--- config.mk ---
export PLATFORM = sky130hd
export DESIGN_NAME = bpa_ln_cell
export DESIGN_NICKNAME = d
export VERILOG_FILES = /design/src/rtl/barometric_pressure_to_altitude_macros.svh /design/src/rtl/bpa_pkg.sv /design/src/rtl/bpa_ln_cell.sv
export SDC_FILE = /design/constraint.sdc
export NUM_CORES = 1
export LEC_CHECK = 0
export BUFFER_PORTS_ARGS = -buffer_cell sky130_fd_sc_hd__clkbuf_2
export CORE_MARGIN = 1.5
export CORE_UTILIZATION = 45
export CTS_CLUSTER_DIAMETER = 100
export DETAILED_ROUTE_END_ITERATION = 12
export GPL_ROUTABILITY_DRIVEN = 0
export PLACE_DENSITY = 0.86
export RECOVER_POWER = 100
export SLEW_MARGIN = 10
export SYNTH_ARGS = -nofsm -noshare
export SYNTH_HDL_FRONTEND = slang
export SYNTH_SLANG_ARGS = --single-unit
export TNS_END_PERCENT = 20
--- constraint.sdc ---
create_clock -name clk -period 1 [get_ports clk]
set_input_delay 0.05 -clock clk [delete_from_list [all_inputs] [get_ports clk]]
set_output_delay 0.05 -clock clk [all_outputs]
set_load 0.03 [all_outputs]
--- src/rtl/barometric_pressure_to_altitude_macros.svh ---
// Assertion macros for the barometric altitude block.
`ifndef BAROMETRIC_PRESSURE_TO_ALTITUDE_MACROS_SVH
`define BAROMETRIC_PRESSURE_TO_ALTITUDE_MACROS_SVH

// Same-cycle implication.
`define BPA_CHECK(label, clk, rst_n, ante, cons, msg) \
	label: assert property (@(posedge clk) disable iff (!rst_n) (ante) |-> (cons)) \
		else $error(msg);

// Implication after a fixed number of cycles.
`define BPA_CHECK_LAT(label, clk, rst_n, ante, lat, cons, msg) \
	label: assert property (@(posedge clk) disable iff (!rst_n) (ante) |-> ##lat (cons)) \
		else $error(msg);

`endif

--- src/rtl/bpa_pkg.sv ---
// Shared types, widths and build-time layer tables for the barometric altitude block.
package bpa_pkg;

	localparam int ROM_LAYERS = 8;
	localparam int IDX_W = 3;
	localparam int P_W = 21;
	localparam int H_W = 22;
	localparam int FRAC = 28;
	localparam int XL_W = 30;
	localparam int ACC_W = 30;
	localparam int E_W = 5;
	localparam int LNV_W = 36;
	localparam int LNR_W = 32;
	localparam int R_W = 30;
	localparam int XE_W = 31;
	localparam int KQ_W = 27;
	localparam int COEF_W = 33;
	localparam int HS_W = 28;
	localparam int NUM_LAYERS_DEF = 7;
	localparam int CORDIC_STAGES_DEF = 24;

	typedef enum logic [1:0] {
		ST_IN_RANGE = 2'd0,
		ST_CLAMP_LO = 2'd1,
		ST_CLAMP_HI = 2'd2
	} status_t;

	typedef struct packed {
		logic                    valid;
		status_t                 status;
		logic [IDX_W-1:0]        layer;
		logic [E_W-1:0]          expo;
		logic signed [LNR_W-1:0] lnr;
	} side_t;

	typedef longint rom_t [ROM_LAYERS];

	typedef enum int {
		ROM_LN_PB,
		ROM_PB_INT,
		ROM_KQ_MAG,
		ROM_KQ_NEG,
		ROM_COEF_MAG,
		ROM_COEF_NEG
	} rom_sel_t;

	// base heights in m, lapse rates in 1e-4 K/m
	localparam rom_t BASE_M = '{-610, 11000, 20000, 32000, 47000, 51000, 71000, 84852};
	localparam rom_t LAPSE_E4 = '{-65, 0, 10, 28, 0, -28, -20, 0};

	localparam longint unsigned G_E5 = 64'd980665;
	localparam longint unsigned R_E5 = 64'd28705287;
	localparam longint unsigned TEN4 = 64'd10000;
	localparam longint EXP_LIMIT = 64'sd201326592;

	// restoring long division, fb extra fraction bits
	function automatic longint unsigned div_q(longint unsigned n, longint unsigned d, int fb);
		longint unsigned q;
		longint unsigned r;
		int i;
		q = 0;
		r = 0;
		if (d == 0) return 0;
		for (i = 63; i >= 0; i--) begin
			r = (r << 1) | ((n >> i) & 64'd1);
			q = q << 1;
			if (r >= d) begin
				r = r - d;
				q = q | 64'd1;
			end
		end
		for (i = 0; i < fb; i++) begin
			r = r << 1;
			q = q << 1;
			if (r >= d) begin
				r = r - d;
				q = q | 64'd1;
			end
		end
		return q;
	endfunction

	// ln(1+2^-i) in Q28 from an atanh series
	function automatic longint unsigned lntab_f(int i);
		longint unsigned u;
		longint unsigned u2;
		longint unsigned pw;
		longint unsigned s;
		int k;
		u = div_q(64'd1, (64'd1 << (i + 1)) + 64'd1, 31);
		u2 = (u * u) >> 31;
		pw = u;
		s = u;
		for (k = 1; k <= 12; k++) begin
			pw = (pw * u2) >> 31;
			s = s + div_q(pw, 64'(2 * k + 1), 0);
		end
		return (64'd2 * s + 64'd4) >> 3;
	endfunction

	localparam longint unsigned LN2Q = lntab_f(0);
	localparam longint unsigned TWO_Q = 64'd2 << FRAC;

	function automatic longint ln_fix_f(longint unsigned v, int stages);
		int e;
		int b;
		int i;
		longint unsigned vv;
		longint unsigned x;
		longint unsigned t;
		longint unsigned acc;
		vv = (v == 0) ? 64'd1 : v;
		e = 0;
		for (b = 1; b < 64; b++)
			if ((vv >> b) != 0) e = b;
		x = (e <= FRAC) ? (vv << (FRAC - e)) : (vv >> (e - FRAC));
		acc = 0;
		for (i = 1; i <= stages; i++) begin
			t = x + (x >> i);
			if (t < TWO_Q) begin
				x = t;
				acc = acc + lntab_f(i);
			end
		end
		return longint'(e) * $signed(LN2Q) + $signed(LN2Q) - $signed(acc)
			- $signed((TWO_Q - x) >> 1);
	endfunction

	function automatic longint unsigned exp_fix_f(longint y, int stages);
		longint yy;
		longint unsigned x;
		longint unsigned r;
		int i;
		yy = y;
		if (yy > EXP_LIMIT) yy = EXP_LIMIT;
		if (yy < -EXP_LIMIT) yy = -EXP_LIMIT;
		r = $unsigned(yy + 2 * $signed(LN2Q));
		x = 64'd1 << (FRAC - 2);
		for (i = 0; i < 2; i++)
			if (r >= LN2Q) begin
				r = r - LN2Q;
				x = x << 1;
			end
		for (i = 1; i <= stages; i++)
			if (r >= lntab_f(i)) begin
				r = r - lntab_f(i);
				x = x + (x >> i);
			end
		return x + ((x * r) >> FRAC);
	endfunction

	function automatic longint smul_f(longint a, longint b, int sh);
		longint unsigned ma;
		longint unsigned mb;
		longint unsigned p;
		ma = (a < 0) ? $unsigned(-a) : $unsigned(a);
		mb = (b < 0) ? $unsigned(-b) : $unsigned(b);
		p = ma * mb;
		p = (p + (64'd1 << (sh - 1))) >> sh;
		return ((a < 0) != (b < 0)) ? -$signed(p) : $signed(p);
	endfunction

	// layer recursion; returns the table picked by sel
	function automatic rom_t build_rom(int stages, rom_sel_t sel);
		longint temp [ROM_LAYERS];
		longint ln_pb [ROM_LAYERS];
		longint kq [ROM_LAYERS];
		longint coef [ROM_LAYERS];
		longint unsigned pb [ROM_LAYERS];
		rom_t res;
		int i;
		longint l;
		longint dh;
		longint dlt;
		longint e;
		longint n;
		longint km;
		longint dm;
		longint unsigned ml;
		longint unsigned x;
		temp[0] = 2921500;
		ln_pb[0] = ln_fix_f(64'd1089000, stages);
		pb[0] = 64'd1089000;
		for (i = 1; i < ROM_LAYERS; i++) begin
			l = LAPSE_E4[i-1];
			ml = (l < 0) ? $unsigned(-l) : $unsigned(l);
			dh = BASE_M[i] - BASE_M[i-1];
			if (dh < 0) dh = 0;
			temp[i] = temp[i-1] + l * dh;
			if (temp[i] < 1) temp[i] = 1;
			if (l != 0) begin
				dlt = ln_fix_f($unsigned(temp[i-1]), stages) - ln_fix_f($unsigned(temp[i]), stages);
				e = $signed(div_q(G_E5 * TEN4, R_E5 * ml, 20));
				if (l < 0) e = -e;
				ln_pb[i] = ln_pb[i-1] + smul_f(e, dlt, 20);
			end else begin
				ln_pb[i] = ln_pb[i-1] - $signed(div_q(G_E5 * TEN4 * $unsigned(dh),
					R_E5 * $unsigned(temp[i-1]), 28));
			end
			if (ln_pb[i] < 0) ln_pb[i] = 0;
			n = $signed(div_q($unsigned(ln_pb[i]), LN2Q, 0));
			if (n > 30) n = 30;
			x = exp_fix_f(ln_pb[i] - n * $signed(LN2Q), stages);
			pb[i] = ((x << n) + (64'd1 << (FRAC - 1))) >> FRAC;
		end
		for (i = 0; i < ROM_LAYERS; i++) begin
			l = LAPSE_E4[i];
			ml = (l < 0) ? $unsigned(-l) : $unsigned(l);
			if (l != 0) begin
				km = $signed(div_q(R_E5 * ml, G_E5 * TEN4, 28));
				dm = $signed(div_q($unsigned(temp[i]) * 64'd16, ml, 10));
				kq[i] = (l < 0) ? km : -km;
				coef[i] = (l < 0) ? -dm : dm;
			end else begin
				kq[i] = 0;
				coef[i] = $signed(div_q(R_E5 * $unsigned(temp[i]) * 64'd16, G_E5 * TEN4, 10));
			end
		end
		for (i = 0; i < ROM_LAYERS; i++) begin
			unique case (sel)
				ROM_LN_PB:    res[i] = ln_pb[i];
				ROM_PB_INT:   res[i] = $signed(pb[i]);
				ROM_KQ_MAG:   res[i] = (kq[i] < 0) ? -kq[i] : kq[i];
				ROM_KQ_NEG:   res[i] = (kq[i] < 0) ? 1 : 0;
				ROM_COEF_MAG: res[i] = (coef[i] < 0) ? -coef[i] : coef[i];
				ROM_COEF_NEG: res[i] = (coef[i] < 0) ? 1 : 0;
				default:      res[i] = 0;
			endcase
		end
		return res;
	endfunction

endpackage

--- src/rtl/bpa_ln_cell.sv ---
// Log chain cell: one multiplicative normalization step toward 2.0.
module bpa_ln_cell #(
	parameter int SHIFT = 1,
	parameter logic [bpa_pkg::ACC_W-1:0] LNK = '0
) (
	input  logic                       clk,
	input  logic                       arst_n,
	input  bpa_pkg::side_t             side_in,
	input  logic [bpa_pkg::XL_W-1:0]   x_in,
	input  logic [bpa_pkg::ACC_W-1:0]  acc_in,
	output bpa_pkg::side_t             side_out,
	output logic [bpa_pkg::XL_W-1:0]   x_out,
	output logic [bpa_pkg::ACC_W-1:0]  acc_out
);
	import bpa_pkg::*;

	logic [XL_W:0] t;
	logic          take;
	side_t         side_q;
	logic [XL_W-1:0]  x_q;
	logic [ACC_W-1:0] acc_q;

	assign t = {1'b0, x_in} + {1'b0, x_in >> SHIFT};
	assign take = t < (XL_W+1)'(TWO_Q);

	always_ff @(posedge clk or negedge arst_n) begin
		if (!arst_n) begin
			side_q <= '0;
		end else begin
			side_q <= side_in;
		end
	end

	always_ff @(posedge clk) begin
		x_q <= take ? t[XL_W-1:0] : x_in;
		acc_q <= take ? acc_in + LNK : acc_in;
	end

	assign side_out = side_q;
	assign x_out = x_q;
	assign acc_out = acc_q;

endmodule

==> results.md <==
Worst hold path:
- The min-delay analysis places its worst path in the category input port to flip-flop.

Clock network:
- TritonCTS built the clock tree.
- The clock net sink count is 103.
- The buffer type at the clock tree root is sky130_fd_sc_hd__clkbuf_8.
- Buffers inserted during clock tree synthesis total 9.
- The worst-case clock buffer depth is 2.
- Clock-pin slew was measured on the worst setup and hold paths at 0.12 ns.
- The level count of the clock H-tree is 3.

Worst setup path:
- STA puts the critical path data required time at 1.26 ns.
- On the worst path, the slowest cell contributes a delay of 0.42 ns.
- The data arrival time at the worst-slack endpoint is 2.80 ns.
- The sort of element at the start of the critical path is an input port.
- The most common cell type on the critical path is sky130_fd_sc_hd__buf_6.
- STA classifies the critical path endpoint as a flip-flop.
- The worst setup path startpoint is x_in[1].
- Following the worst setup path forward leads to its endpoint at x_out[23].
- Along the worst path, the maximum fanout reaches 13.
- The standard cell with the maximum stage delay on the critical path is sky130_fd_sc_hd__fa_2.
- The class of the most critical setup path is input port to flip-flop.
- The critical path goes through buf_8 > ha_4 > fa_2 > a211oi_2 > o21a_1 > a21o_1 > a311oi_2 > nand4_1 > buf_6 > o41ai_4 > a221oi_4 > buf_6 > mux2_4.

Routing:
- The iteration-0 DRC count of the detailed router is 383.
- The number of vias per cell after detailed routing is 5.522.
- The final routed DRC violation total is 0.
- Dividing the detail-routed wire length by the instance count gives 21.67 µm.
- The number of detailed-routing iterations run before antenna repair is 5.
- The remaining antenna violation count is 0.
- The final wirelength is 19380 µm.
- The final route contains 4937 vias.

Logic synthesis:
- When the netlist entered floorplanning its net count stood at 504.
- The synthesized design spends more area on one cell type than any other, namely sky130_fd_sc_hd__dfxtp_1.
- The area share of the largest cell type after synthesis is 27.17%.
- The cell with the most instances after synthesis is sky130_fd_sc_hd__dfxtp_1.
- The average footprint of a synthesized cell is 12.04 µm².
- In this run the cell area of the synthesized design comes to 4420 µm².
- Yosys printed 0 warnings.
- The number of instances in the synthesized netlist is 367.
- The number of enable flip-flop cells after synthesis is 0.
- In the post-synthesis netlist, the biggest area contributors are sky130_fd_sc_hd__dfxtp_1 27%, sky130_fd_sc_hd__dfrtp_1 24%, sky130_fd_sc_hd__mux2_4 9.5%, sky130_fd_sc_hd__ha_1 8.8%, sky130_fd_sc_hd__a21oi_1 2.4%.
- The netlist uses 54 different library cells.
- Counting flops with an async set or reset pin after synthesis yields a share of 41.75%.
- The sequential-to-total area share from yosys stat is 51.51%.
- For this run, the leading register cell type out of synthesis is sky130_fd_sc_hd__dfxtp_1.
- Counting instances in the post-synthesis netlist gives the leading cell types as 60 x sky130_fd_sc_hd__dfxtp_1, 43 x sky130_fd_sc_hd__dfrtp_1, 31 x sky130_fd_sc_hd__ha_1, 28 x sky130_fd_sc_hd__mux2_4, 21 x sky130_fd_sc_hd__a21oi_1.
- After synthesis the netlist holds a flip-flop and latch count of 103.

STA:
- The final setup violation count is 42.
- The count of endpoints failing hold in the final timing report was 0.
- The max-slew violation count is 0.
- For the finished layout, the period the worst path requires is 2.547 ns.
- The worst setup slack after layout is -1.547 ns.
- The max-slew headroom at the worst pin is 59.40%.
- Setup repair after global routing could not meet its margin everywhere.
- At the pin with the least slew margin, the transition time is 0.6089 ns.
- The final cycle utilization of the critical path is 254.7%.
- Derived from the worst setup path, the maximum achievable clock frequency is 392.6 MHz.

Final layout:
- In the final design database the tool counted 895 nets.
- Measured on the finished design, the core utilization comes to 83.07%.
- Cells with a size suffix above 1 make up 46.92% of the layout.
- The area growth from synthesis to final layout is 76.11%.

Pwr:
- The power density relative to cell area is 1492 nW/µm².
- The overall power consumption is 11.61 mW.
- The highest ir drop seen on vdd is 0.8843 mV.
- The leakage power of the design is 3.783 nW.

Global routing:
- The initial antenna violation count is 2.
- The number of global-route vias before repair is 4869.
- The first global-routing pass estimated 26440 µm of wire.
- The final global-route overflow total is 0.
- The overall global routing resource usage is 34.27%.
- The largest net degree at the start of global routing is 24.

Floorplan:
- The x dimension of the die is 102.1 µm.
- The initial utilization of the core area, before any placement, comes to 47.17%.
- The site row count is 35.
- The floorplan step defined a core boundary enclosing 9371 µm².
- 208 I/O pins were placed.
- The full die area is 10430 µm².
- The chip height is 102.1 µm.

Status:
- The flow ran to the end, but the final reports show violations.
- The checks that failed: setup timing.

Placed design:
- The detailed placer's ending HPWL is 10490 µm.
- The number of buffers added on ports is 207.

Job:
- The max-cap check violation count is 0.
-- worst min path at each step --
| stage | from | endpoint | slack [ns] | cells after the start |
|---|---|---|---|---|
| after floorplan | arst_n | side_out[0] | -0.25 | 0 |
| after global placement | arst_n | side_out[0] | 0.04 | 2 |
| after detailed placement | arst_n | side_out[0] | 0.05 | 2 |
| after CTS | x_in[9] | x_out[9] | 0.009 | 3 |
| after global routing | x_in[0] | x_out[0] | 0.005 | 3 |
| final | x_in[9] | x_out[9] | 0.02 | 3 |
-- layout make-up --
class                      instances  area, µm²
antenna                            2      5.005
tap                              129      161.4
clock inverter                     7      86.33
fill                             496       1587
inverter                           6      22.52
multi-input combinational        244       2191
timing repair buffer             394       2918
clock buffer                       9      123.9
sequential                       103       2277
-- placed cells by master (no fill, tap or decap), types with 3 or more instances in the layout --
| cell type | instances |
|---|---|
| sky130_fd_sc_hd__clkbuf_8 | 9 |
| sky130_fd_sc_hd__dlygate4sd3_1 | 95 |
| sky130_fd_sc_hd__clkbuf_1 | 14 |
| sky130_fd_sc_hd__a21oi_1 | 20 |
| sky130_fd_sc_hd__dfxtp_1 | 60 |
| sky130_fd_sc_hd__buf_2 | 31 |
| sky130_fd_sc_hd__inv_1 | 6 |
| sky130_fd_sc_hd__xnor2_1 | 11 |
| sky130_fd_sc_hd__buf_6 | 13 |
| sky130_fd_sc_hd__clkbuf_2 | 132 |
| sky130_fd_sc_hd__nand3_1 | 6 |
| sky130_fd_sc_hd__clkbuf_4 | 6 |
| sky130_fd_sc_hd__nor2_1 | 20 |
| sky130_fd_sc_hd__mux2_4 | 28 |
| sky130_fd_sc_hd__buf_4 | 86 |
| sky130_fd_sc_hd__o21a_1 | 9 |
| sky130_fd_sc_hd__clkinv_8 | 3 |
| sky130_fd_sc_hd__nor2b_1 | 5 |
| sky130_fd_sc_hd__a21o_1 | 6 |
| sky130_fd_sc_hd__a211oi_2 | 3 |
| sky130_fd_sc_hd__ha_1 | 22 |
| sky130_fd_sc_hd__nand4_1 | 8 |
| sky130_fd_sc_hd__o21ai_0 | 16 |
| sky130_fd_sc_hd__a211oi_1 | 4 |
| sky130_fd_sc_hd__ha_4 | 8 |
| sky130_fd_sc_hd__nor3_1 | 6 |
| sky130_fd_sc_hd__dfrtp_1 | 43 |
| sky130_fd_sc_hd__buf_8 | 14 |
| sky130_fd_sc_hd__nand2_1 | 16 |
| sky130_fd_sc_hd__xor2_1 | 11 |
-- repair_timing --
item | CTS | global route
setup buffers | 7 | 7
pin swaps | 10 | 9
hold buffers | 95 | 0
cloned | 2 | 0
gates resized for setup | 42 | 95
endpoints found under the hold margin | 137 | 0
endpoints found under the setup margin | 50 | 89
-- metrics by stage --
step | setup WS (ns) | hold WS [ns] | area [µm²] | std cells | setup TNS, ns
2_1_floorplan | -1.515 | -0.2456 | 4504 | 367 | -44.96
4_1_cts | -1.465 | 0.008784 | 7655 | 886 | -42.77
6_report | -1.547 | 0.01607 | 7785 | 894 | -45.21
3_3_place_gp | -1.797 | 0.03594 | 6225 | 767 | -53.16
3_5_place_dp | -1.911 | 0.05398 | 6225 | 767 | -56.52
5_1_grt | -1.609 | 0.005092 | 7782 | 893 | -48.08
-- registers in the layout (all words and copies together), names as in the netlist --
name and count:
acc_out 30, side_out 43, x_out 30
-- per-layer routing --
layer  up-vias  part of all wire, %  GRT usage (%)
met5         -                    0              0
met4         0                  6.3          18.55
met3       105                  8.6          7.524
met2       355                   51          62.56
met1      2366                   34          36.72
li1       2111                    -              -
-- worst max-delay path, delay by kind of cell --
kind	cells	cell delay (ns)
buffers and inverters	3	0.51
AOI/OAI and AO/OA	6	1.20
muxes	1	0.33
and+or+nand+nor	1	0.14
adders and majority gates	2	0.58
-- cells by family (layout without fill, tap and decap cells) --
| kind of cell | count (synthesis) | count (layout) | synth area share, % |
|---|---|---|---|
| muxes | 30 | 30 | 9.963 |
| AOI/OAI and AO/OA | 87 | 87 | 14.32 |
| DFF | 103 | 103 | 51.51 |
| buffers and inverters | 20 | 416 | 2.491 |
| and+or+nand+nor | 73 | 73 | 8.124 |
| xor gates and xnor gates | 22 | 22 | 4.359 |
| adders and majority gates | 32 | 32 | 9.227 |
| other | 0 | 2 | 0 |
-- where the power goes --
group          internal, mW  switching [mW]  total, mW
clock                  1.01            1.69       2.69
sequential             4.49           0.140       4.63
combinational          1.98            2.31       4.29
total                  7.47            4.14       11.6
No activity file was read; power rests on OpenSTA's default activity.
