$ cat config.mk
export PLATFORM = sky130hd
export DESIGN_NAME = bpa_exp_cell
export DESIGN_NICKNAME = d
export VERILOG_FILES = /design/src/rtl/barometric_pressure_to_altitude_macros.svh /design/src/rtl/bpa_pkg.sv /design/src/rtl/bpa_exp_cell.sv
export SDC_FILE = /design/constraint.sdc
export NUM_CORES = 1
export LEC_CHECK = 0
export BUFFER_PORTS_ARGS = -buffer_cell sky130_fd_sc_hd__buf_2
export CAP_MARGIN = 20
export CORE_ASPECT_RATIO = 0.9
export CORE_MARGIN = 2
export CORE_UTILIZATION = 40
export DETAILED_ROUTE_END_ITERATION = 12
export HOLD_SLACK_MARGIN = 0.05
export PLACE_DENSITY = 0.86
export SLEW_MARGIN = 20
export SYNTH_ARGS = -nofsm -noshare
export SYNTH_HDL_FRONTEND = slang
export SYNTH_SLANG_ARGS = --single-unit
$ cat constraint.sdc
create_clock -name clk -period 0.8 [get_ports clk]
set_input_delay 0 -clock clk [delete_from_list [all_inputs] [get_ports clk]]
set_output_delay 0 -clock clk [all_outputs]
set_load 0.05 [all_outputs]
$ cat src/rtl/barometric_pressure_to_altitude_macros.svh
// Assertion macros for the barometric altitude block.
`ifndef BAROMETRIC_PRESSURE_TO_ALTITUDE_MACROS_SVH
`define BAROMETRIC_PRESSURE_TO_ALTITUDE_MACROS_SVH

// Same-cycle implication.
`define BPA_CHECK(label, clk, rst_n, ante, cons, msg) \
	label: assert property (@(posedge clk) disable iff (!rst_n) (ante) |-> (cons)) \
		else $error(msg);

// Implication after a fixed number of cycles.
`define BPA_CHECK_LAT(label, clk, rst_n, ante, lat, cons, msg) \
	label: assert property (@(posedge clk) disable iff (!rst_n) (ante) |-> ##lat (cons)) \
		else $error(msg);

`endif

$ cat src/rtl/bpa_pkg.sv
// Shared types, widths and build-time layer tables for the barometric altitude block.
package bpa_pkg;

	localparam int ROM_LAYERS = 8;
	localparam int IDX_W = 3;
	localparam int P_W = 21;
	localparam int H_W = 22;
	localparam int FRAC = 28;
	localparam int XL_W = 30;
	localparam int ACC_W = 30;
	localparam int E_W = 5;
	localparam int LNV_W = 36;
	localparam int LNR_W = 32;
	localparam int R_W = 30;
	localparam int XE_W = 31;
	localparam int KQ_W = 27;
	localparam int COEF_W = 33;
	localparam int HS_W = 28;
	localparam int NUM_LAYERS_DEF = 7;
	localparam int CORDIC_STAGES_DEF = 24;

	typedef enum logic [1:0] {
		ST_IN_RANGE = 2'd0,
		ST_CLAMP_LO = 2'd1,
		ST_CLAMP_HI = 2'd2
	} status_t;

	typedef struct packed {
		logic                    valid;
		status_t                 status;
		logic [IDX_W-1:0]        layer;
		logic [E_W-1:0]          expo;
		logic signed [LNR_W-1:0] lnr;
	} side_t;

	typedef longint rom_t [ROM_LAYERS];

	typedef enum int {
		ROM_LN_PB,
		ROM_PB_INT,
		ROM_KQ_MAG,
		ROM_KQ_NEG,
		ROM_COEF_MAG,
		ROM_COEF_NEG
	} rom_sel_t;

	// base heights in m, lapse rates in 1e-4 K/m
	localparam rom_t BASE_M = '{-610, 11000, 20000, 32000, 47000, 51000, 71000, 84852};
	localparam rom_t LAPSE_E4 = '{-65, 0, 10, 28, 0, -28, -20, 0};

	localparam longint unsigned G_E5 = 64'd980665;
	localparam longint unsigned R_E5 = 64'd28705287;
	localparam longint unsigned TEN4 = 64'd10000;
	localparam longint EXP_LIMIT = 64'sd201326592;

	// restoring long division, fb extra fraction bits
	function automatic longint unsigned div_q(longint unsigned n, longint unsigned d, int fb);
		longint unsigned q;
		longint unsigned r;
		int i;
		q = 0;
		r = 0;
		if (d == 0) return 0;
		for (i = 63; i >= 0; i--) begin
			r = (r << 1) | ((n >> i) & 64'd1);
			q = q << 1;
			if (r >= d) begin
				r = r - d;
				q = q | 64'd1;
			end
		end
		for (i = 0; i < fb; i++) begin
			r = r << 1;
			q = q << 1;
			if (r >= d) begin
				r = r - d;
				q = q | 64'd1;
			end
		end
		return q;
	endfunction

	// ln(1+2^-i) in Q28 from an atanh series
	function automatic longint unsigned lntab_f(int i);
		longint unsigned u;
		longint unsigned u2;
		longint unsigned pw;
		longint unsigned s;
		int k;
		u = div_q(64'd1, (64'd1 << (i + 1)) + 64'd1, 31);
		u2 = (u * u) >> 31;
		pw = u;
		s = u;
		for (k = 1; k <= 12; k++) begin
			pw = (pw * u2) >> 31;
			s = s + div_q(pw, 64'(2 * k + 1), 0);
		end
		return (64'd2 * s + 64'd4) >> 3;
	endfunction

	localparam longint unsigned LN2Q = lntab_f(0);
	localparam longint unsigned TWO_Q = 64'd2 << FRAC;

	function automatic longint ln_fix_f(longint unsigned v, int stages);
		int e;
		int b;
		int i;
		longint unsigned vv;
		longint unsigned x;
		longint unsigned t;
		longint unsigned acc;
		vv = (v == 0) ? 64'd1 : v;
		e = 0;
		for (b = 1; b < 64; b++)
			if ((vv >> b) != 0) e = b;
		x = (e <= FRAC) ? (vv << (FRAC - e)) : (vv >> (e - FRAC));
		acc = 0;
		for (i = 1; i <= stages; i++) begin
			t = x + (x >> i);
			if (t < TWO_Q) begin
				x = t;
				acc = acc + lntab_f(i);
			end
		end
		return longint'(e) * $signed(LN2Q) + $signed(LN2Q) - $signed(acc)
			- $signed((TWO_Q - x) >> 1);
	endfunction

	function automatic longint unsigned exp_fix_f(longint y, int stages);
		longint yy;
		longint unsigned x;
		longint unsigned r;
		int i;
		yy = y;
		if (yy > EXP_LIMIT) yy = EXP_LIMIT;
		if (yy < -EXP_LIMIT) yy = -EXP_LIMIT;
		r = $unsigned(yy + 2 * $signed(LN2Q));
		x = 64'd1 << (FRAC - 2);
		for (i = 0; i < 2; i++)
			if (r >= LN2Q) begin
				r = r - LN2Q;
				x = x << 1;
			end
		for (i = 1; i <= stages; i++)
			if (r >= lntab_f(i)) begin
				r = r - lntab_f(i);
				x = x + (x >> i);
			end
		return x + ((x * r) >> FRAC);
	endfunction

	function automatic longint smul_f(longint a, longint b, int sh);
		longint unsigned ma;
		longint unsigned mb;
		longint unsigned p;
		ma = (a < 0) ? $unsigned(-a) : $unsigned(a);
		mb = (b < 0) ? $unsigned(-b) : $unsigned(b);
		p = ma * mb;
		p = (p + (64'd1 << (sh - 1))) >> sh;
		return ((a < 0) != (b < 0)) ? -$signed(p) : $signed(p);
	endfunction

	// layer recursion; returns the table picked by sel
	function automatic rom_t build_rom(int stages, rom_sel_t sel);
		longint temp [ROM_LAYERS];
		longint ln_pb [ROM_LAYERS];
		longint kq [ROM_LAYERS];
		longint coef [ROM_LAYERS];
		longint unsigned pb [ROM_LAYERS];
		rom_t res;
		int i;
		longint l;
		longint dh;
		longint dlt;
		longint e;
		longint n;
		longint km;
		longint dm;
		longint unsigned ml;
		longint unsigned x;
		temp[0] = 2921500;
		ln_pb[0] = ln_fix_f(64'd1089000, stages);
		pb[0] = 64'd1089000;
		for (i = 1; i < ROM_LAYERS; i++) begin
			l = LAPSE_E4[i-1];
			ml = (l < 0) ? $unsigned(-l) : $unsigned(l);
			dh = BASE_M[i] - BASE_M[i-1];
			if (dh < 0) dh = 0;
			temp[i] = temp[i-1] + l * dh;
			if (temp[i] < 1) temp[i] = 1;
			if (l != 0) begin
				dlt = ln_fix_f($unsigned(temp[i-1]), stages) - ln_fix_f($unsigned(temp[i]), stages);
				e = $signed(div_q(G_E5 * TEN4, R_E5 * ml, 20));
				if (l < 0) e = -e;
				ln_pb[i] = ln_pb[i-1] + smul_f(e, dlt, 20);
			end else begin
				ln_pb[i] = ln_pb[i-1] - $signed(div_q(G_E5 * TEN4 * $unsigned(dh),
					R_E5 * $unsigned(temp[i-1]), 28));
			end
			if (ln_pb[i] < 0) ln_pb[i] = 0;
			n = $signed(div_q($unsigned(ln_pb[i]), LN2Q, 0));
			if (n > 30) n = 30;
			x = exp_fix_f(ln_pb[i] - n * $signed(LN2Q), stages);
			pb[i] = ((x << n) + (64'd1 << (FRAC - 1))) >> FRAC;
		end
		for (i = 0; i < ROM_LAYERS; i++) begin
			l = LAPSE_E4[i];
			ml = (l < 0) ? $unsigned(-l) : $unsigned(l);
			if (l != 0) begin
				km = $signed(div_q(R_E5 * ml, G_E5 * TEN4, 28));
				dm = $signed(div_q($unsigned(temp[i]) * 64'd16, ml, 10));
				kq[i] = (l < 0) ? km : -km;
				coef[i] = (l < 0) ? -dm : dm;
			end else begin
				kq[i] = 0;
				coef[i] = $signed(div_q(R_E5 * $unsigned(temp[i]) * 64'd16, G_E5 * TEN4, 10));
			end
		end
		for (i = 0; i < ROM_LAYERS; i++) begin
			unique case (sel)
				ROM_LN_PB:    res[i] = ln_pb[i];
				ROM_PB_INT:   res[i] = $signed(pb[i]);
				ROM_KQ_MAG:   res[i] = (kq[i] < 0) ? -kq[i] : kq[i];
				ROM_KQ_NEG:   res[i] = (kq[i] < 0) ? 1 : 0;
				ROM_COEF_MAG: res[i] = (coef[i] < 0) ? -coef[i] : coef[i];
				ROM_COEF_NEG: res[i] = (coef[i] < 0) ? 1 : 0;
				default:      res[i] = 0;
			endcase
		end
		return res;
	endfunction

endpackage

$ cat src/rtl/bpa_exp_cell.sv
// Exp chain cell: subtract one log constant, scale x to match.
module bpa_exp_cell #(
	parameter int SHIFT = 1,
	parameter logic [bpa_pkg::R_W-1:0] LNK = '0
) (
	input  logic                      clk,
	input  logic                      arst_n,
	input  bpa_pkg::side_t            side_in,
	input  logic [bpa_pkg::XE_W-1:0]  x_in,
	input  logic [bpa_pkg::R_W-1:0]   r_in,
	output bpa_pkg::side_t            side_out,
	output logic [bpa_pkg::XE_W-1:0]  x_out,
	output logic [bpa_pkg::R_W-1:0]   r_out
);
	import bpa_pkg::*;

	logic            take;
	side_t           side_q;
	logic [XE_W-1:0] x_q;
	logic [R_W-1:0]  r_q;

	assign take = r_in >= LNK;

	always_ff @(posedge clk or negedge arst_n) begin
		if (!arst_n) begin
			side_q <= '0;
		end else begin
			side_q <= side_in;
		end
	end

	// shift of zero doubles x
	always_ff @(posedge clk) begin
		x_q <= take ? x_in + (x_in >> SHIFT) : x_in;
		r_q <= take ? r_in - LNK : r_in;
	end

	assign side_out = side_q;
	assign x_out = x_q;
	assign r_out = r_q;

endmodule

==> metrics.yaml, run 1 <==
drtIter0Drc: 363
hold_path.class: "in2reg"
hold_viol_final: 1
initial_utilization: 0.407
core_um2: 9610
routabilityCongestion: 0.882
min_period_over_period: 2.14
hold_buffers: 75
fin_ws_ns: -0.908
worst_slew_pin_slew_ns: 0.487
cts_sinks: 104
grt_first_pass_wirelength_mm: 27.1
p_leak_nw: 3.82
fmax_ghz: 0.585
drt-pass1-iter-count: 5
slew_violations: 0
routed_wl_mm: 21.1
ys_warn_count: 0
startpoint_type: "input pin"
cts_tree: "yes"
hp-start: "x_in[1]"
arrival_ns: 1.95
hold_ws_ns: -0.0461
fin_total_pwr_w: 0.0171
powerDensity_nw_per_um2: 2050
max_stage_delay_ns: 0.37
syn_area_per_cell_um2: 11.8
setup_violations: 132
layout_common_cells: "buf_2 (99), buf_4 (97), dlygate4sd3_1 (75), dfxtp_2 (61), buf_6 (60)"
yosysSeqAreaShare: 0.587
path_max_fanout: 3
grt_start_max_net_pins: 44
clk_path_buf_depth: 2
synth_flop_cell: "dfxtp_1"
crit_slowest_cell: "fa_2"
wl_per_cell_um: 24.8
grt_most_used_layer: "met2"
gr-total-overflow: 0
async_reset_ff_frac: 0.413
fin_crit_ns: 1.71
ys_ff_latch: 104
slew_headroom: 0.674
holdPathStages: 2
crit_path_cell_trace: "buf_8 > ha_4 > fa_2 > a211oi_2 > o21bai_2 > o21ai_2 > buf_4 > o21bai_4 > nand3_2 > nand2_1 > xor2_2"
final_common_cell: "buf_2"
synth_edf_count: 0
met1_usage: 0.349
status: "finished, violations left"
antenna_found_initial: 3
nFillCells: 403
critPathTopFamily: "compound AO/OA/AOI/OAI gates"
avgViaCountPerCell: 5.58
io_buffers: 209
syn_area_um2: 3920
violations: "hold timing, setup timing"
criticalPathCategory: "in2reg"
syn_to_final_growth_pct: 112
die_width_um: 108
grt_pass1_vias: 4921
path_buf_inv: 2
hpwl_mm: 10.1
cts_inserted_buffers: 9
num_vias: 4766
syn_inst: 331
whs_endpoint: "x_out[1]"
die_h_um: 97.9
cts_root_buf: "clkbuf_8"
drive_gt1_frac: 0.640
ant_nets: 0
drv_cap: 0
pin_count: 210
critPathCaptureType: "flop"
synth_area_leaders: "dfxtp_1 (31%), dfrtp_1 (27%), ha_1 (9.6%)"
synth_top_area_cell: "dfxtp_1"
met2_usage: 0.626
cts-htree-levels: 3
grt_usage: 0.340
required_ns: 1.04
synth_top_area_share: 0.312
fin_nets: 856
ys_types: 45
die-area_um2: 10600
ir_worst_vdd_uv: 1140
clkTransAtPathRegs_ns: 0.11
rsz0062_at_grt: "yes"
rows: 34
grtUsageMet3: 0.0708
drc_errors: 0
syn_nets: 468
-- metal layers --
| layer | share of wire | wire [um] |
|---|---|---|
| met3 | 0.073 | 1540 |
| met4 | 0.089 | 1870 |
| met2 | 0.50 | 10500 |
| met1 | 0.34 | 7210 |
| met5 | 0 | 0 |
-- synth_stat cells (2+ instances only) --
library cell / count
a21oi_1: 32
dfrtp_1: 43
nand2b_1: 2
o211ai_1: 5
inv_1: 3
nand3_1: 8
a21oi_2: 2
dfxtp_1: 61
xnor2_1: 14
o21a_1: 2
xor2_1: 14
clkbuf_1: 6
a21o_1: 7
a211oi_1: 4
ha_1: 30
nand4_1: 6
o21bai_1: 5
o2111ai_1: 2
a31oi_1: 3
nor2b_1: 2
o21ai_0: 16
o21ai_1: 3
nor3b_1: 2
and4_1: 2
nand2_1: 23
buf_2: 5
nor2_1: 11
-- sequential cells by signal, indices dropped and copies added (netlist names) --
signal    cells
x_out        31
r_out        30
side_out     43
-- report_power, final --
group          internal, W  switching [W]
Clock              0.00153        0.00216
Combinational      0.00312        0.00397
Sequential         0.00585       0.000440
Total               0.0105        0.00657
-- cell type report --
| class | instances | area (um2) | share of cell area |
|---|---|---|---|
| inverter | 3 | 11.3 | 0.00136 |
| multi-input combinational | 213 | 2030 | 0.245 |
| sequential | 104 | 2370 | 0.286 |
| clock inverter | 7 | 88.8 | 0.0107 |
| clock buffer | 9 | 124 | 0.0149 |
| tap | 126 | 158 | 0.0190 |
| timing repair buffer | 388 | 3510 | 0.422 |
| antenna | 4 | 10.0 | 0.00120 |
-- how the worst max path moves through the flow --
stage               startpoint         to  slack [ns]  depth (start not counted)
floorplan              x_in[0]  x_out[24]       -0.95                          9
global placement       x_in[1]  x_out[26]       -1.12                         10
detailed placement     x_in[1]  x_out[26]       -1.18                         10
CTS                    x_in[1]  x_out[30]       -0.69                         11
global route           x_in[1]  x_out[14]       -0.94                         11
finish                 x_in[1]  x_out[14]       -0.91                         11
-- cells by family after synthesis --
group           Yosys count  share of synthesized area
buf+inv                  14                     0.0150
fa+ha+maj                31                      0.101
simple gates             63                     0.0809
mux                       1                    0.00256
flops                   104                      0.587
xor+xnor                 28                     0.0626
compound gates           90                      0.151
-- stage by stage --
stage / TNS [ns] / util / std cells / cell area [um2] / setup WS (ns)
after detailed placement: -25.22 / 0.619 / 743 / 5950 / -1.18
after global placement: -23.73 / 0.619 / 743 / 5950 / -1.12
after global routing: -30.50 / 0.864 / 852 / 8310 / -0.941
final: -27.86 / 0.864 / 854 / 8310 / -0.908
after CTS: -22.12 / 0.830 / 843 / 7980 / -0.690
after floorplan: -15.80 / - / 331 / 4150 / -0.945
-- timing repair --
item	CTS	global route
hold endpoints to repair	119	1
setup buffers	9	7
pin swaps	26	19
resized for setup	331	59
gates cloned	0	0
endpoints found under the setup margin	131	132
Power figures use the tool's default switching activity.
==> run 2: changes to the inputs <==
--- a/config.mk
+++ b/config.mk
@@ -5,11 +5,11 @@
 export SDC_FILE = /design/constraint.sdc
 export NUM_CORES = 1
 export LEC_CHECK = 0
+export ABC_AREA = 1
 export BUFFER_PORTS_ARGS = -buffer_cell sky130_fd_sc_hd__buf_2
-export CAP_MARGIN = 20
 export CORE_ASPECT_RATIO = 0.9
 export CORE_MARGIN = 2
-export CORE_UTILIZATION = 40
+export CORE_UTILIZATION = 42
 export DETAILED_ROUTE_END_ITERATION = 12
 export HOLD_SLACK_MARGIN = 0.05
 export PLACE_DENSITY = 0.86
==> metrics.yaml, run 2 <==
status: "finished, violations left"
violations: "setup timing"
slew_headroom: 0.759
cts_tree: "yes"
final.setup.tns_ns: -14.93
critPathTopFamily: "simple AND/OR/NAND/NOR gates"
grt_pass1_vias: 5518
async_reset_ff_frac: 0.413
initial_utilization: 0.426
hold_viol_final: 0
antenna_found_initial: 2
syn_inst: 566
grt_start_max_net_pins: 36
fin_total_pwr_w: 0.0180
pin_count: 210
p_leak_nw: 4.70
cts_inserted_buffers: 9
grt_first_pass_wirelength_mm: 30.1
cts_sinks: 104
worst_slew_pin_slew_ns: 0.359
syn_area_um2: 4570
die-area_um2: 11700
synthMostInstantiatedCell: "nand2_1"
core_um2: 10700
critPathCaptureType: "flop"
synth_flop_cell: "dfxtp_1"
arrival_ns: 1.44
fin_ws_ns: -0.389
crit_path_cell_trace: "buf_2 > ha_4 > nand2_1 > nand2_1 > nand2_1 > nand2_1 > a21oi_1 > nand2_4 > nand2_2 > nand2_1 > nand2_1 > nand2_1"
required_ns: 1.06
placed_area_um2: 6530
crit_top_cell: "nand2_1"
slew_violations: 0
path_max_fanout: 4
syn_nets: 703
final_common_cell: "nand2_1"
setup_violations: 132
drive_gt1_frac: 0.524
path_buf_inv: 1
die_h_um: 103
synth_top_area_cell: "dfxtp_1"
layout_common_cells: "nand2_1 (152), buf_2 (97), inv_1 (91), dlygate4sd3_1 (76), dfxtp_2 (61)"
ys_warn_count: 0
min_period_over_period: 1.49
fmax_ghz: 0.841
ir_worst_vdd_uv: 1380
max_stage_delay_ns: 0.27
routed_wl_mm: 21.9
startpoint_type: "input pin"
avgViaCountPerCell: 5.23
io_buffers: 209
powerDensity_nw_per_um2: 1980
wl_per_cell_um: 20.7
cts_root_buf: "clkbuf_16"
num_vias: 5541
ys_types: 20
cts-htree-levels: 3
fin_area_um2: 9060
ys_ff_latch: 104
synth_edf_count: 0
hpwl_mm: 10.7
rsz0062_at_grt: "yes"
fin_crit_ns: 1.19
drt-pass1-iter-count: 7
syn_area_per_cell_um2: 8.07
synth_top_area_share: 0.267
ys_top_cells_by_count: "nand2_1 (199), inv_1 (96), dfxtp_1 (61)"
drv_cap: 0
clk_path_buf_depth: 2
hold_buffers: 76
syn_to_final_growth_pct: 98.2
rows: 36
largest_reg_flops: 43
criticalPathCategory: "in2reg"
synth_area_leaders: "dfxtp_1 (27%), dfrtp_1 (24%), nand2_1 (16%)"
grt_usage: 0.344
drtIter0Drc: 455
ant_nets: 0
crit_slowest_cell: "ha_4"
gr-total-overflow: 0
hold_path.class: "in2reg"
die_width_um: 114
clkTransAtPathRegs_ns: 0.08
fin_nets: 1056
drc_errors: 0
yosysSeqAreaShare: 0.503
routabilityCongestion: 0.877
[run 2: changes by cell type in the layout (fill, tap and decap cells not counted), moves of 15 or more]
cell     before  now
nor2_1        9   34
buf_4        97   54
nand2_1      21  152
nand3_2       1   16
nand2_2       2   42
nand2_4       0   20
inv_1         3   91
[run 2: per-stage QoR]
| stage | utilization | setup slack (ns) | cells | hold WS (ns) |
|---|---|---|---|---|
| global placement | 0.609 | -0.690 | 954 | -0.135 |
| finish | 0.845 | -0.389 | 1059 | 0.0329 |
| global route | 0.845 | -0.445 | 1059 | 0.0336 |
| floorplan | - | -0.486 | 566 | -0.296 |
| detailed placement | 0.609 | -0.747 | 954 | -0.131 |
| CTS | 0.814 | -0.326 | 1053 | -0.00256 |
[run 2: report_power, final]
| part | switching [W] | internal [W] | leakage (nW) |
|---|---|---|---|
| Clock | 0.00234 | 0.00253 | 0.156 |
| Combinational | 0.00402 | 0.00292 | 3.53 |
| Sequential | 0.000366 | 0.00580 | 1.02 |
| Total | 0.00673 | 0.0113 | 4.70 |
[run 2: timing repair]
action | 4_1_cts | 5_1_grt
gates resized for setup | 361 | 74
cloned | 0 | 0
endpoints found under the setup margin | 131 | 132
hold endpoints to repair | 119 | 1
pin swaps | 53 | 22
setup buffers | 8 | 4
[run 2: path summary, 6_finish.rpt]
check	slack [ns]	start	endpoint	depth (start not counted)
setup / recovery	-0.39	x_in[12]	x_out[30]	12
max in group asynchronous	0.29	arst_n	side_out[2]	3
hold / removal	0.03	x_in[2]	x_out[1]	2
min in group asynchronous	0.04	arst_n	side_out[35]	2
[run 2: layout make-up]
type                            count  area, um2
Antenna cell                        2       5.00
Clock buffer                        9        225
Clock inverter                      7        103
Fill cell                         484       1660
Inverter                          100        375
Multi-Input combinational cell    362       2630
Sequential cell                   104       2370
Tap cell                          133        166
Timing Repair Buffer              342       3180
[run 2: metal layers]
layer	GRT usage	share of wire
met2	0.644	0.50
met3	0.0664	0.090
met1	0.372	0.35
met4	0.180	0.063
met5	0	0
[run 2: cells by family (layout without fill, tap and decap cells)]
logic type               count (synthesis)  count (layout)  synth area share
buffers and inverters                  100             458            0.0821
XOR/XNOR                                15              15            0.0288
other                                    0               2                 0
AND/OR/NAND/NOR                        292             292             0.271
AO/OA/AOI/OAI                           24              24            0.0293
flip-flops                             104             104             0.503
adder cells (fa/ha/maj)                 31              31            0.0865
==> run 3: changes to the inputs <==
--- a/config.mk
+++ b/config.mk
@@ -13,7 +13,9 @@
 export DETAILED_ROUTE_END_ITERATION = 12
 export HOLD_SLACK_MARGIN = 0.05
 export PLACE_DENSITY = 0.86
+export REMOVE_ABC_BUFFERS = 1
 export SLEW_MARGIN = 20
 export SYNTH_ARGS = -nofsm -noshare
 export SYNTH_HDL_FRONTEND = slang
 export SYNTH_SLANG_ARGS = --single-unit
+export TNS_END_PERCENT = 100
==> constraint.sdc (replaced) <==
create_clock -name clk -period 0.8 [get_ports clk]
set_input_delay 0 -clock clk [delete_from_list [all_inputs] [get_ports clk]]
set_output_delay 0 -clock clk [all_outputs]
set_load 0.01 [all_outputs]
==> metrics.yaml, run 3 (synthesized netlist as in run 2, its figures left out) <==
met1_usage: 0.363
wl_per_cell_um: 22.3
powerDensity_nw_per_um2: 1810
critPathTopFamily: "simple AND/OR/NAND/NOR gates"
io_buffers: 209
hold_viol_final: 0
max_stage_delay_ns: 0.29
p_switching_w: 0.00519
arrival_ns: 1.52
cts-htree-levels: 3
holdPathStages: 3
switching_share: 0.333
drt-pass1-iter-count: 6
gr-total-overflow: 0
crit_slowest_cell: "ha_4"
slew_violations: 0
ant_nets: 0
p_clk_frac: 0.280
fin_nets: 1060
routed_wl_mm: 23.7
drive_gt1_frac: 0.524
power_frac_comb: 0.335
antenna_found_initial: 1
drv_cap: 0
grt_first_pass_wirelength_mm: 28.8
layout_common_cells: "buf_2 (149), nand2_1 (136), inv_1 (89), dlygate4sd3_1 (76), buf_6 (68)"
criticalPathCategory: "in2reg"
min_period_over_period: 1.59
grt_pass1_vias: 5365
grt_usage: 0.324
final_common_cell: "buf_2"
cp.depth: 12
path_buf_inv: 2
grt_most_used_layer: "met2"
internal_power_w: 0.0104
p_leak_nw: 4.53
die-area_um2: 11700
avgViaCountPerCell: 5.66
setup_violations: 91
pin_count: 210
status: "finished, violations left"
nFillCells: 546
drc_errors: 0
fin_crit_ns: 1.27
crit_path_cell_trace: "clkbuf_4 > ha_4 > nand2_1 > nand2_1 > inv_1 > nand2_2 > nand2_1 > nand2_1 > a21oi_1 > nand2_1 > nand2_1 > nand2_1"
initial_utilization: 0.426
pwr-share-seq: 0.385
fin_ws_ns: -0.470
slew_headroom: 0.758
largest_reg_flops: 43
clk_path_buf_depth: 2
clkTransAtPathRegs_ns: 0.08
required_ns: 1.05
ir_worst_vdd_uv: 1740
cts_inserted_buffers: 9
grt_start_max_net_pins: 44
rsz0062_at_grt: "yes"
met2_usage: 0.575
syn_to_final_growth_pct: 88.7
routabilityCongestion: 0.920
rows: 36
final.setup.tns_ns: -11.86
core_um2: 10700
cts_sinks: 104
die_width_um: 114
startpoint_type: "input pin"
violations: "setup timing"
cts_tree: "yes"
num_vias: 6013
critPathCaptureType: "flop"
drtIter0Drc: 725
worst_slew_pin_slew_ns: 0.362
path_max_fanout: 4
cts_root_buf: "clkbuf_16"
grtUsageMet3: 0.0676
hpwl_mm: 10.2
fmax_ghz: 0.788
hold_path.class: "in2reg"
die_h_um: 103
postLayoutCoreUtil: 0.804
crit_top_cell: "nand2_1"
-- run 3: cell types whose count changed in the layout (fill, tap and decap cells not counted), sizes merged --
| cell | previous run | this run |
|---|---|---|
| bufinv | 1 | 0 |
| diode | 2 | 1 |
| clkbuf | 9 | 12 |
| clkinv | 4 | 3 |
| buf | 266 | 268 |
| inv | 101 | 102 |
-- run 3: worst paths after layout --
check,start,to,slack (ns)
setup / recovery,x_in[15],x_out[28],-0.47
hold / removal,x_in[1],x_out[1],0.08
max in group asynchronous,arst_n,side_out[31],0.42
min in group asynchronous,arst_n,side_out[3],0.17
-- run 3: timing repair --
action                                 in CTS  in global routing
hold buffers                               76                  0
resized for setup                         102                203
cloned                                      0                  0
buffers inserted                            6                 13
pin swaps                                  23                 52
endpoints found under the hold margin     119                  0
setup endpoints to repair                  88                123
-- run 3: power groups by stage --
stage | Clock [W] | Sequential (W) | Combinational [W]
after CTS | 0.00424 | 0.00589 | 0.00389
final | 0.00437 | 0.00600 | 0.00523
after detailed placement | 0 | 0.00595 | 0.00307
after floorplan | 0 | 0.00623 | 0.00129
after global placement | 0 | 0.00595 | 0.00301
after global routing | 0.00457 | 0.00604 | 0.00544
-- run 3: routing by layer --
layer | up-vias | wire length [um]
met5 | - | 0
met4 | 0 | 2160
met3 | 227 | 2600
met2 | 625 | 10800
met1 | 2727 | 8130
li1 | 2434 | -
-- run 3: area by class of cell --
| type | instances | area [um2] | area share |
|---|---|---|---|
| clock inverter | 6 | 53.8 | 0.00624 |
| timing repair buffer | 346 | 2690 | 0.312 |
| inverter | 100 | 388 | 0.0450 |
| antenna | 1 | 2.50 | 0.000290 |
| tap | 133 | 166 | 0.0193 |
| clock buffer | 10 | 229 | 0.0266 |
| multi-input combinational | 362 | 2750 | 0.319 |
| sequential | 104 | 2340 | 0.271 |
-- run 3: worst min-delay path: stages --
cell and delay [ns]:
buf_8 0.08, buf_6 0.11, fa_2 0.22
-- run 3: per-stage QoR --
step / cells / cell area, um2 / setup slack (ns) / total power (W) / hold WS (ns)
floorplan: 566 / 4570 / -0.618 / 0.00752 / -0.296
global placement: 957 / 6160 / -0.793 / 0.00896 / -0.00965
detailed placement: 957 / 6160 / -0.821 / 0.00902 / -0.0134
CTS: 1055 / 7850 / -0.270 / 0.0140 / 0.0469
global route: 1062 / 8620 / -0.497 / 0.0161 / 0.0697
finish: 1062 / 8620 / -0.470 / 0.0156 / 0.0848
